[src/hdl/htfe_pkg.sv]
`default_nettype none
package htfe_pkg;

  localparam int MAX_FRAME_BYTES = 64;
  localparam int TRAILER_RUN = 3;
  localparam int BYTE_W = 8;
  localparam int POS_W = 6;
  localparam int CNT_W = $clog2(MAX_FRAME_BYTES + 1);
  localparam int IDX_W = $clog2(MAX_FRAME_BYTES);
  localparam int ADDR_W = IDX_W + 1;
  localparam int CFG_IDX_W = 8;
  localparam int Q_DEPTH = 2;
  localparam int Q_PTR_W = $clog2(Q_DEPTH);
  localparam int Q_CNT_W = $clog2(Q_DEPTH + 1);

  localparam logic [CFG_IDX_W-1:0] REG_HEADER = CFG_IDX_W'(0);
  localparam logic [CFG_IDX_W-1:0] REG_TRAILER = CFG_IDX_W'(1);

  localparam logic [BYTE_W-1:0] HEADER_RESET = 8'h5A;
  localparam logic [BYTE_W-1:0] TRAILER_RESET = 8'hFF;

  typedef struct packed {
    logic en;
    logic [ADDR_W-1:0] addr;
    logic [BYTE_W-1:0] data;
  } mem_wr_t;

  typedef struct packed {
    logic bank;
    logic [CNT_W-1:0] len;
  } desc_t;

  typedef struct packed {
    logic en;
    logic bank;
  } rel_t;

endpackage
`default_nettype wire

[src/hdl/htfe_front.sv]
`default_nettype none
module htfe_front
  import htfe_pkg::*;
(
  input  wire logic                 clk,
  input  wire logic                 rst,
  input  wire logic                 push,
  input  wire logic [BYTE_W-1:0]    rx_byte,
  output logic                      full,
  input  wire logic                 cfg_valid,
  input  wire logic [CFG_IDX_W-1:0] cfg_index,
  input  wire logic [BYTE_W-1:0]    cfg_data,
  output mem_wr_t                   wr,
  output logic                      desc_push,
  output desc_t                     desc,
  input  wire rel_t                 rel
);

  logic [BYTE_W-1:0] header_value;
  logic [BYTE_W-1:0] trailer_value;
  logic              collecting;
  logic              collecting_next;
  logic [CNT_W-1:0]  fill;
  logic [CNT_W-1:0]  fill_next;
  logic [CNT_W-1:0]  fill_inc;
  logic [BYTE_W-1:0] t1;
  logic [BYTE_W-1:0] t2;
  logic [1:0]        busy;
  logic [1:0]        busy_next;
  logic              wbank;
  logic              wbank_next;
  logic              accept;
  logic              trailer_hit;

  assign full = busy[wbank];
  assign accept = push && !full;
  assign fill_inc = fill + CNT_W'(1);

  always_comb begin
    collecting_next = collecting;
    fill_next = fill;
    wbank_next = wbank;
    busy_next = busy;
    wr = '0;
    desc_push = 1'b0;
    desc.bank = wbank;
    desc.len = fill_inc;
    trailer_hit = (fill_inc >= CNT_W'(TRAILER_RUN)) && (rx_byte == trailer_value)
      && (t1 == trailer_value) && (t2 == trailer_value);
    if (rel.en) begin
      busy_next[rel.bank] = 1'b0;
    end
    if (accept) begin
      if (!collecting) begin
        if (rx_byte == header_value) begin
          wr.en = 1'b1;
          wr.addr = {wbank, IDX_W'(0)};
          wr.data = rx_byte;
          fill_next = CNT_W'(1);
          collecting_next = 1'b1;
        end
      end else if (fill >= CNT_W'(MAX_FRAME_BYTES)) begin
        fill_next = '0;
        collecting_next = 1'b0;
      end else begin
        wr.en = 1'b1;
        wr.addr = {wbank, fill[IDX_W-1:0]};
        wr.data = rx_byte;
        if (trailer_hit) begin
          desc_push = 1'b1;
          busy_next[wbank] = 1'b1;
          wbank_next = !wbank;
          fill_next = '0;
          collecting_next = 1'b0;
        end else if (fill_inc >= CNT_W'(MAX_FRAME_BYTES)) begin
          fill_next = '0;
          collecting_next = 1'b0;
        end else begin
          fill_next = fill_inc;
        end
      end
    end
  end

  always_ff @(posedge clk) begin
    if (rst) begin
      header_value <= HEADER_RESET;
      trailer_value <= TRAILER_RESET;
      collecting <= 1'b0;
      fill <= '0;
      busy <= '0;
      wbank <= 1'b0;
    end else begin
      if (cfg_valid) begin
        if (cfg_index == REG_HEADER) begin
          header_value <= cfg_data;
        end else if (cfg_index == REG_TRAILER) begin
          trailer_value <= cfg_data;
        end
      end
      collecting <= collecting_next;
      fill <= fill_next;
      busy <= busy_next;
      wbank <= wbank_next;
    end
  end

  always_ff @(posedge clk) begin
    if (wr.en) begin
      t2 <= t1;
      t1 <= rx_byte;
    end
  end

endmodule
`default_nettype wire

[src/hdl/htfe_queue.sv]
`default_nettype none
module htfe_queue
  import htfe_pkg::*;
(
  input  wire logic  clk,
  input  wire logic  rst,
  input  wire logic  push,
  input  wire desc_t push_desc,
  input  wire logic  pop,
  output logic       valid,
  output desc_t      head
);

  desc_t              slots [Q_DEPTH];
  logic [Q_PTR_W-1:0] wptr;
  logic [Q_PTR_W-1:0] rptr;
  logic [Q_CNT_W-1:0] count;

  assign valid = (count != '0);
  assign head = slots[rptr];

  always_ff @(posedge clk) begin
    if (rst) begin
      wptr <= '0;
      rptr <= '0;
      count <= '0;
    end else begin
      if (push) begin
        wptr <= (wptr == Q_PTR_W'(Q_DEPTH - 1)) ? '0 : wptr + Q_PTR_W'(1);
      end
      if (pop && valid) begin
        rptr <= (rptr == Q_PTR_W'(Q_DEPTH - 1)) ? '0 : rptr + Q_PTR_W'(1);
      end
      count <= count + Q_CNT_W'(push) - Q_CNT_W'(pop && valid);
    end
  end

  always_ff @(posedge clk) begin
    if (push) begin
      slots[wptr] <= push_desc;
    end
  end

  a_no_overflow: assert property (@(posedge clk) disable iff (rst)
    push |-> (count != Q_CNT_W'(Q_DEPTH)))
    else $error("descriptor queue overflow");

endmodule
`default_nettype wire

[src/hdl/htfe_back.sv]
`default_nettype none
module htfe_back
  import htfe_pkg::*;
(
  input  wire logic           clk,
  input  wire logic           rst,
  input  wire mem_wr_t        wr,
  input  wire logic           desc_valid,
  input  wire desc_t          desc,
  output logic                desc_pop,
  output rel_t                rel,
  output logic                empty,
  input  wire logic           pop,
  output logic [BYTE_W-1:0]   frame_byte,
  output logic [POS_W-1:0]    byte_position,
  output logic                last_of_frame
);

  logic [BYTE_W-1:0] mem [2**ADDR_W];
  logic              active;
  logic              bank;
  logic [CNT_W-1:0]  len;
  logic [IDX_W-1:0]  idx;
  logic              ov;
  logic              rd_en;
  logic              issue_last;

  assign desc_pop = desc_valid && !active;
  assign rd_en = active && (!ov || pop);
  assign issue_last = (CNT_W'(idx) == len - CNT_W'(1));
  assign rel.en = rd_en && issue_last;
  assign rel.bank = bank;
  assign empty = !ov;

  always_ff @(posedge clk) begin
    if (wr.en) begin
      mem[wr.addr] <= wr.data;
    end
    if (rd_en) begin
      frame_byte <= mem[{bank, idx}];
      byte_position <= POS_W'(idx);
      last_of_frame <= issue_last;
    end
  end

  always_ff @(posedge clk) begin
    if (rst) begin
      active <= 1'b0;
      ov <= 1'b0;
      idx <= '0;
    end else begin
      if (desc_pop) begin
        active <= 1'b1;
        bank <= desc.bank;
        len <= desc.len;
        idx <= '0;
      end else if (rd_en) begin
        idx <= idx + IDX_W'(1);
        if (issue_last) begin
          active <= 1'b0;
        end
      end
      if (rd_en) begin
        ov <= 1'b1;
      end else if (pop) begin
        ov <= 1'b0;
      end
    end
  end

  a_min_frame: assert property (@(posedge clk) disable iff (rst)
    desc_pop |-> (desc.len >= CNT_W'(TRAILER_RUN)))
    else $error("frame shorter than trailer run");

  a_idx_in_frame: assert property (@(posedge clk) disable iff (rst)
    rd_en |-> (CNT_W'(idx) < len))
    else $error("read past end of frame");

  a_done_after_last: assert property (@(posedge clk) disable iff (rst)
    rel.en |=> (!active && ov && last_of_frame))
    else $error("frame end not marked");

endmodule
`default_nettype wire

[src/hdl/header_trailer_frame_extractor.sv]
// header/trailer byte-stream deframer
// input channel: rx_byte with push/full, one received byte per transfer.
// bytes are ignored until one equals header_value; from then on every byte
// is stored until the last three stored bytes equal trailer_value. the
// complete frame (header and trailer included) is then replayed on the
// result channel, one byte per transfer, with byte_position on every byte
// and last_of_frame on the final byte. a frame that reaches the store limit
// without a trailer is dropped with no result.
// result channel: empty/pop, the oldest byte shows while empty is low.
// config channel: cfg_valid/cfg_ready, index 0 header_value, 1 trailer_value;
// cfg_ready is always high.
// input takes one byte per cycle while full is low. once the final trailer
// byte is taken, the frame's descriptor is written into the queue, the read
// side loads it when idle and registers the first frame byte onto the result
// ports, then one byte per cycle while pop is high. the frame store is two
// banks of 64 bytes, so one frame may drain while the next is collected; full
// rises only when both banks hold frames not yet drained.
// reset: registers to 0x5a / 0xff, hunting for header, nothing pending.
// a stalled pop holds the current byte and, once both banks are taken,
// holds off input through full.
`default_nettype none
module header_trailer_frame_extractor
  import htfe_pkg::*;
(
  input  wire logic                 clk,
  input  wire logic                 rst,
  input  wire logic                 push,
  output logic                      full,
  input  wire logic [BYTE_W-1:0]    rx_byte,
  output logic                      empty,
  input  wire logic                 pop,
  output logic [BYTE_W-1:0]         frame_byte,
  output logic [POS_W-1:0]          byte_position,
  output logic                      last_of_frame,
  input  wire logic                 cfg_valid,
  output logic                      cfg_ready,
  input  wire logic [CFG_IDX_W-1:0] cfg_index,
  input  wire logic [BYTE_W-1:0]    cfg_data
);

  mem_wr_t wr;
  desc_t   front_desc;
  desc_t   head_desc;
  rel_t    rel;
  logic    desc_push;
  logic    desc_valid;
  logic    desc_pop;

  assign cfg_ready = 1'b1;

  htfe_front u_front (
    .clk       (clk),
    .rst       (rst),
    .push      (push),
    .rx_byte   (rx_byte),
    .full      (full),
    .cfg_valid (cfg_valid && cfg_ready),
    .cfg_index (cfg_index),
    .cfg_data  (cfg_data),
    .wr        (wr),
    .desc_push (desc_push),
    .desc      (front_desc),
    .rel       (rel)
  );

  htfe_queue u_queue (
    .clk       (clk),
    .rst       (rst),
    .push      (desc_push),
    .push_desc (front_desc),
    .pop       (desc_pop),
    .valid     (desc_valid),
    .head      (head_desc)
  );

  htfe_back u_back (
    .clk           (clk),
    .rst           (rst),
    .wr            (wr),
    .desc_valid    (desc_valid),
    .desc          (head_desc),
    .desc_pop      (desc_pop),
    .rel           (rel),
    .empty         (empty),
    .pop           (pop),
    .frame_byte    (frame_byte),
    .byte_position (byte_position),
    .last_of_frame (last_of_frame)
  );

endmodule
`default_nettype wire
[config.mk]
export PLATFORM = sky130hd
export DESIGN_NAME = header_trailer_frame_extractor
export DESIGN_NICKNAME = d
export VERILOG_FILES = /design/src/hdl/htfe_pkg.sv /design/src/hdl/htfe_front.sv /design/src/hdl/htfe_queue.sv /design/src/hdl/htfe_back.sv /design/src/hdl/header_trailer_frame_extractor.sv
export SDC_FILE = /design/constraint.sdc
export NUM_CORES = 1
export LEC_CHECK = 0
export ABC_AREA = 1
export BUFFER_PORTS_ARGS = -buffer_cell sky130_fd_sc_hd__buf_4
export CORE_MARGIN = 3
export CORE_UTILIZATION = 50
export DETAILED_ROUTE_END_ITERATION = 10
export PLACE_DENSITY = 0.65
export SLEW_MARGIN = 40
export SYNTH_ARGS = -nofsm -noshare
export SYNTH_HDL_FRONTEND = slang
export SYNTH_SLANG_ARGS = --single-unit
[constraint.sdc]
create_clock -name clk -period 14.2 [get_ports clk]
set_input_delay 0 -clock clk [delete_from_list [all_inputs] [get_ports clk]]
set_output_delay 0 -clock clk [all_outputs]
set_load 0.01 [all_outputs]
# Word level (Yosys, flattened, before mapping)
# Memory sizes are Yosys's and may differ from the RTL's. A register that Yosys moved wholly into a read port is not among the register bits.
# Index checks and enable logic that the tools add are counted.
# totals
latchBits	0
n_memories	2
ram_bits	1040
elab_cells	112
output_inout_bits	18
regBits	62
input_bits	29
mem_bits_ro	0
# op_classes
magnitude_cmp	7
n_eq_ne	6
n_addsub	7
div	0
n_reduce_logical	28
bitwise	6
shifts	0
muxes	40
n_mul	0
# mem_list
memory	words	width	rd	rd_ports_with_merged_regs	write_ports	line	rtl
u_back.mem	128	8	1	1	1	htfe_back.sv:19	logic [BYTE_W-1:0] mem [2**ADDR_W];
u_queue.slots	2	8	1	1	1	htfe_queue.sv:14	desc_t slots [Q_DEPTH];
# op_table
operator	count
$mux W16	4
$mux W7	5
$eq A8 B8 Y1	4
$mux W1	24
$ge A7 B7 Y1 const B	2
$logic_and A1 B1 Y1	10
$mux W2	5
$reduce_bool A2 Y1	5
$eq A8 B1 Y1 const B	1
$logic_not A8 Y1	1
$reduce_and A2 Y1	4
$add A7 B1 Y7 const B	1
$eq A6 B7 Y1	1
$ge A7 B2 Y1 const B	1
$sub A7 B1 Y7 const B	1
$add A6 B1 Y6 const B	1
$logic_not A1 Y1	4
$lt A1 B2 Y1 const B	2
$reduce_and A4 Y1	1
$not A1 Y1	3
$reduce_and A3 Y1	1
$add A1 B1 Y1 const B	2
$add A2 B1 Y2	1
$and A2 B2 Y2	1
7 further kinds	9

# Logic depth before layout (Yosys ltp)
# depth
depth_word	12
depth_mapped	15
depth_no_buf	14

# Modules after synthesis
# Synthesis repeated with hierarchy kept, for this count alone.
# unflattened
cells_unflattened	4399
area_unflattened_um2	47341.7
# modules_own_cells
mod	seq_area_each_um2	cells_each	n_inst	area_each_um2
htfe_back	31600.3	4038	1	44169.9
htfe_front	1021.0	299	1	2313.5
htfe_queue	580.6	60	1	847.1
header_trailer_frame_extractor	0.0	2	1	11.3

# Worst setup path after synthesis
# OpenSTA, ideal clock, no wires.
# synth_timing
kind	reg2reg
startpoint	reg u_front.header_value[2]
endpoint	mem u_back.mem[0][0], data pin
t_arrival_ns	4.465
setup_slack_ns	8.938
period_less_slack_ns	5.262
path_stages_with_launch	10
t_required_ns	13.403
n_path_buf	1
setup_ns	0.797
path_cell_list	dfxtp_1 -> or2_0 -> a22oi_2 -> nand4_1 -> nand2_1 -> nand2_2 -> a21oi_4 -> buf_6 -> inv_1 -> nor2_1
# synth_lines
element	line	rtl
start, declared	htfe_front.sv:19	logic [BYTE_W-1:0] header_value;
start signal, assigned	htfe_front.sv:96	header_value <= cfg_data;
end, declared	htfe_back.sv:19	

==> results.py <==
metrics = {
    "outcome": {
        "run_status": "completed",
    },
    "power_and_ir_drop": {
        "pwr-share-comb_pct": 1.4,
        "powerDensity_nw_per_um2": 128.2,
        "power_switching_mw": 1.296,
        "vdd_drop_max_uv": 93.24,
        "p_int_mw": 5.252,
        "leakagePower_nw": 18.81,
        "clock_power_share_pct": 44.1,
        "sequentialPowerShare_pct": 54.5,
        "power.total_mw": 6.548,
        "switching_share_pct": 19.79,
    },
    "synth": {
        "synth_area_per_cell_sq_um": 12.09,
        "synth-seq-cells": 1118,
        "synth_area_sq_um": 45940,
        "synth_top_family_by_area": "simple AND/OR/NAND/NOR gates",
        "ys_top_cells_by_area": "edfxtp_1, nor2_1, o21ai_0",
        "async_reset_ff_share_pct": 0,
        "synth_ff_type": "edfxtp_1",
        "muxShareOfSynthArea_pct": 0,
        "synth_edf_count": 1079,
        "synth_cells": 3800,
        "synth_compound_area_share_pct": 9.749,
        "netlist.area_leader.share_pct": 70.52,
        "yosys_warnings": 0,
        "yosysSeqAreaShare_pct": 72.22,
        "yosys.area_share.simple_pct": 13.75,
        "yosys.area_share.adder_pct": 0.1906,
        "yosysTopAreaCell": "edfxtp_1",
        "syn_nets": 3836,
        "synthDistinctLibCells": 41,
        "synth_most_common_cell": "edfxtp_1",
        "synthTopCellsByCount": "edfxtp_1, nor2_1, o21ai_0",
        "synth_xor_area_share_pct": 0.3241,
    },
    "sta": {
        "slew_violations": 0,
        "rsz0062_at_grt": "false",
        "final-hold-violation-count": 0,
        "fin_skew_ns": 0.03083,
        "period_needed_ns": 3.979,
        "period_share_pct": 28.02,
        "maxSlewHeadroom_pct": 40.24,
        "tightest_slew_ns": 0.8964,
        "finalSetupTns_ns": 0,
        "fmax_mhz": 251.3,
        "setup_viol": 0,
    },
    "routing": {
        "drt_first_pass_iters": 5,
        "drt_iter0_markers": 3362,
        "vias": 29560,
        "drt-total-wl_um": 115300,
        "ant_nets": 0,
        "viasPerCell": 5.822,
        "drc": 0,
        "avgRoutedWirePerCell_um": 22.72,
    },
    "cts": {
        "cts_tree": "yes",
        "cts-root-buf": "clkbuf_16",
        "cts_num_sinks": 1118,
        "clkSlewWorstSetupHoldPaths_ns": 0.06,
        "cts_htree_levels": 3,
        "clock_latency_ns": 0.68,
        "cts_buffers": 109,
        "cts_buffer_depth": 3,
    },
    "critical_path": {
        "critPathRequiredTime_ns": 14.75,
        "critPathMaxFanout": 106,
        "crit_type": "register to register",
        "critPathMaxStageDelay_ns": 0.77,
        "crit_arrival_ns": 4.53,
        "cpMaxStageDelayCell": "dfxtp_4",
        "worstPathCellList": "buf_12 > buf_4 > buf_6 > o21ai_0 > o211ai_1 > nand3_1 > nand3_1 > nand3_1 > nand2_1 > nand2_1 > nand2_1",
        "endpoint_kind": "register",
        "start_kind": "register",
    },
    "finish": {
        "layout.cells.non_filler": 5077,
        "post-route-util_pct": 56.39,
        "final_area_sq_um": 51070,
        "diodes": 0,
        "drive_gt1_share_pct": 9.280,
        "final_nets": 3844,
        "syn_to_final_growth_pct": 11.15,
    },
    "placement": {
        "dpl.cell_count": 4836,
        "io_buffers": 45,
        "dp_hpwl_um": 63540,
        "gp_congestion": 0.8351,
        "dpl_cell_area_sq_um": 47000,
    },
    "floorplanning": {
        "num_rows": 110,
        "die_h_um": 309.1,
        "die_x_um": 309.1,
        "start_util_pct": 50.73,
        "boundaryPins": 47,
        "die_area_sq_um": 95560,
        "coreArea_sq_um": 90560,
    },
    "global_route": {
        "grt_pass1_vias": 28390,
        "track_usage_pct": 24.09,
        "grt_max_degree": 197,
        "grt_pass1_wl_um": 174000,
        "globalRouteOverflowTotal": 0,
        "antenna_found_initial": 1,
    },
    "min_path": {
        "min-delay-path-class": "input pin to register",
    },
    "run": {
        "drv_cap": 0,
    },
}
-- repair_timing --
action,4_1_cts,5_1_grt
setup endpoints to repair,0,0
resized for setup,0,0
hold endpoints to repair,96,0
buffers inserted,0,0
hold buffers,35,0
-- critical path, delay by kind of cell, from the launching register on --
| kind | cells | cell delay, ns |
|---|---|---|
| AO/OA/AOI/OAI | 2 | 0.44 |
| flip-flops | 1 | 0.77 |
| buffers and inverters | 3 | 1.78 |
| AND/OR/NAND/NOR | 6 | 0.68 |
-- final cells by class --
cell class | count | area (sq um)
Tap cell | 1176 | 1471
Inverter | 101 | 394.1
Timing Repair Buffer | 129 | 1211
Clock inverter | 71 | 679.4
Multi-Input combinational cell | 2349 | 11240
Clock buffer | 133 | 2879
Fill cell | 7265 | 39500
Sequential cell | 1118 | 33190
-- layout by cell type, fill, tap and decap left out, drive strengths merged, types with 51 or more instances in the layout --
cell type / instances
o22ai: 67
a21oi: 63
clkinv: 51
nand2: 460
nor2: 839
edfxtp: 1079
o211ai: 143
nand3: 172
clkbuf: 133
o21ai: 520
buf: 94
inv: 102
-- registers in the layout, summed over array words and instances, names as in the netlist, 7 cells and up --
| register | count |
|---|---|
| u_front.header_value | 8 |
| u_front.fill | 7 |
| u_back.len | 7 |
| u_front.t1 | 8 |
| u_back.frame_byte | 8 |
| u_back.mem | 1024 |
| u_front.t2 | 8 |
| u_front.trailer_value | 8 |
| u_queue.slots | 16 |
-- logic make-up (layout without fill, tap and decap cells) --
family          Yosys count  count (layout)
flops                  1118            1118
buf+inv                 333             434
fa+ha+maj                 7               7
compound gates          800             800
other cells               1               1
xor+xnor                 17              17
simple gates           1524            1524
-- through the flow --
step	hold WS [ns]	worst slack, ns
final	0.03740	10.22
after global routing	0.1071	9.859
after CTS	0.01169	9.906
after detailed placement	0.2267	9.909
after global placement	0.2275	9.639
after floorplan	0.09887	8.938
-- final timing paths --
path	from	to	slack, ns	depth (start not counted)
hold / removal	cfg_index[1]	u_front.trailer_value[0]$_SDFFE_PP1P_	0.04	4
setup / recovery	u_back.idx[0]$_SDFFE_PP0P_	u_back.frame_byte[2]$_DFFE_PP_	10.22	11
hold reg to reg	u_queue.count[1]$_SDFF_PP0_	u_queue.count[1]$_SDFF_PP0_	0.46	1
setup reg to reg	u_back.idx[0]$_SDFFE_PP0P_	u_back.frame_byte[2]$_DFFE_PP_	10.22	11
-- metal layers --
layer / vias to the layer above / global-route usage, % / wire length (um) / part of all wire [%]
met4: 0 / 8.632 / 3252 / 2.8
met5: - / 0 / 0 / 0
met2: 1252 / 38.26 / 54390 / 47
li1: 13610 / - / - / -
met1: 14490 / 34.22 / 48700 / 42
met3: 203 / 3.533 / 8996 / 7.8
-- power groups by stage --
stage | clock network [mW] | registers [mW] | logic, mW
floorplan | 0 | 3.63 | 0.0603
global placement | 0 | 3.64 | 0.0835
detailed placement | 0 | 3.64 | 0.0852
CTS | 2.92 | 3.57 | 0.0908
global route | 3.04 | 3.56 | 0.102
finish | 2.89 | 3.57 | 0.0918
No activity file was read; power rests on OpenSTA's default activity.
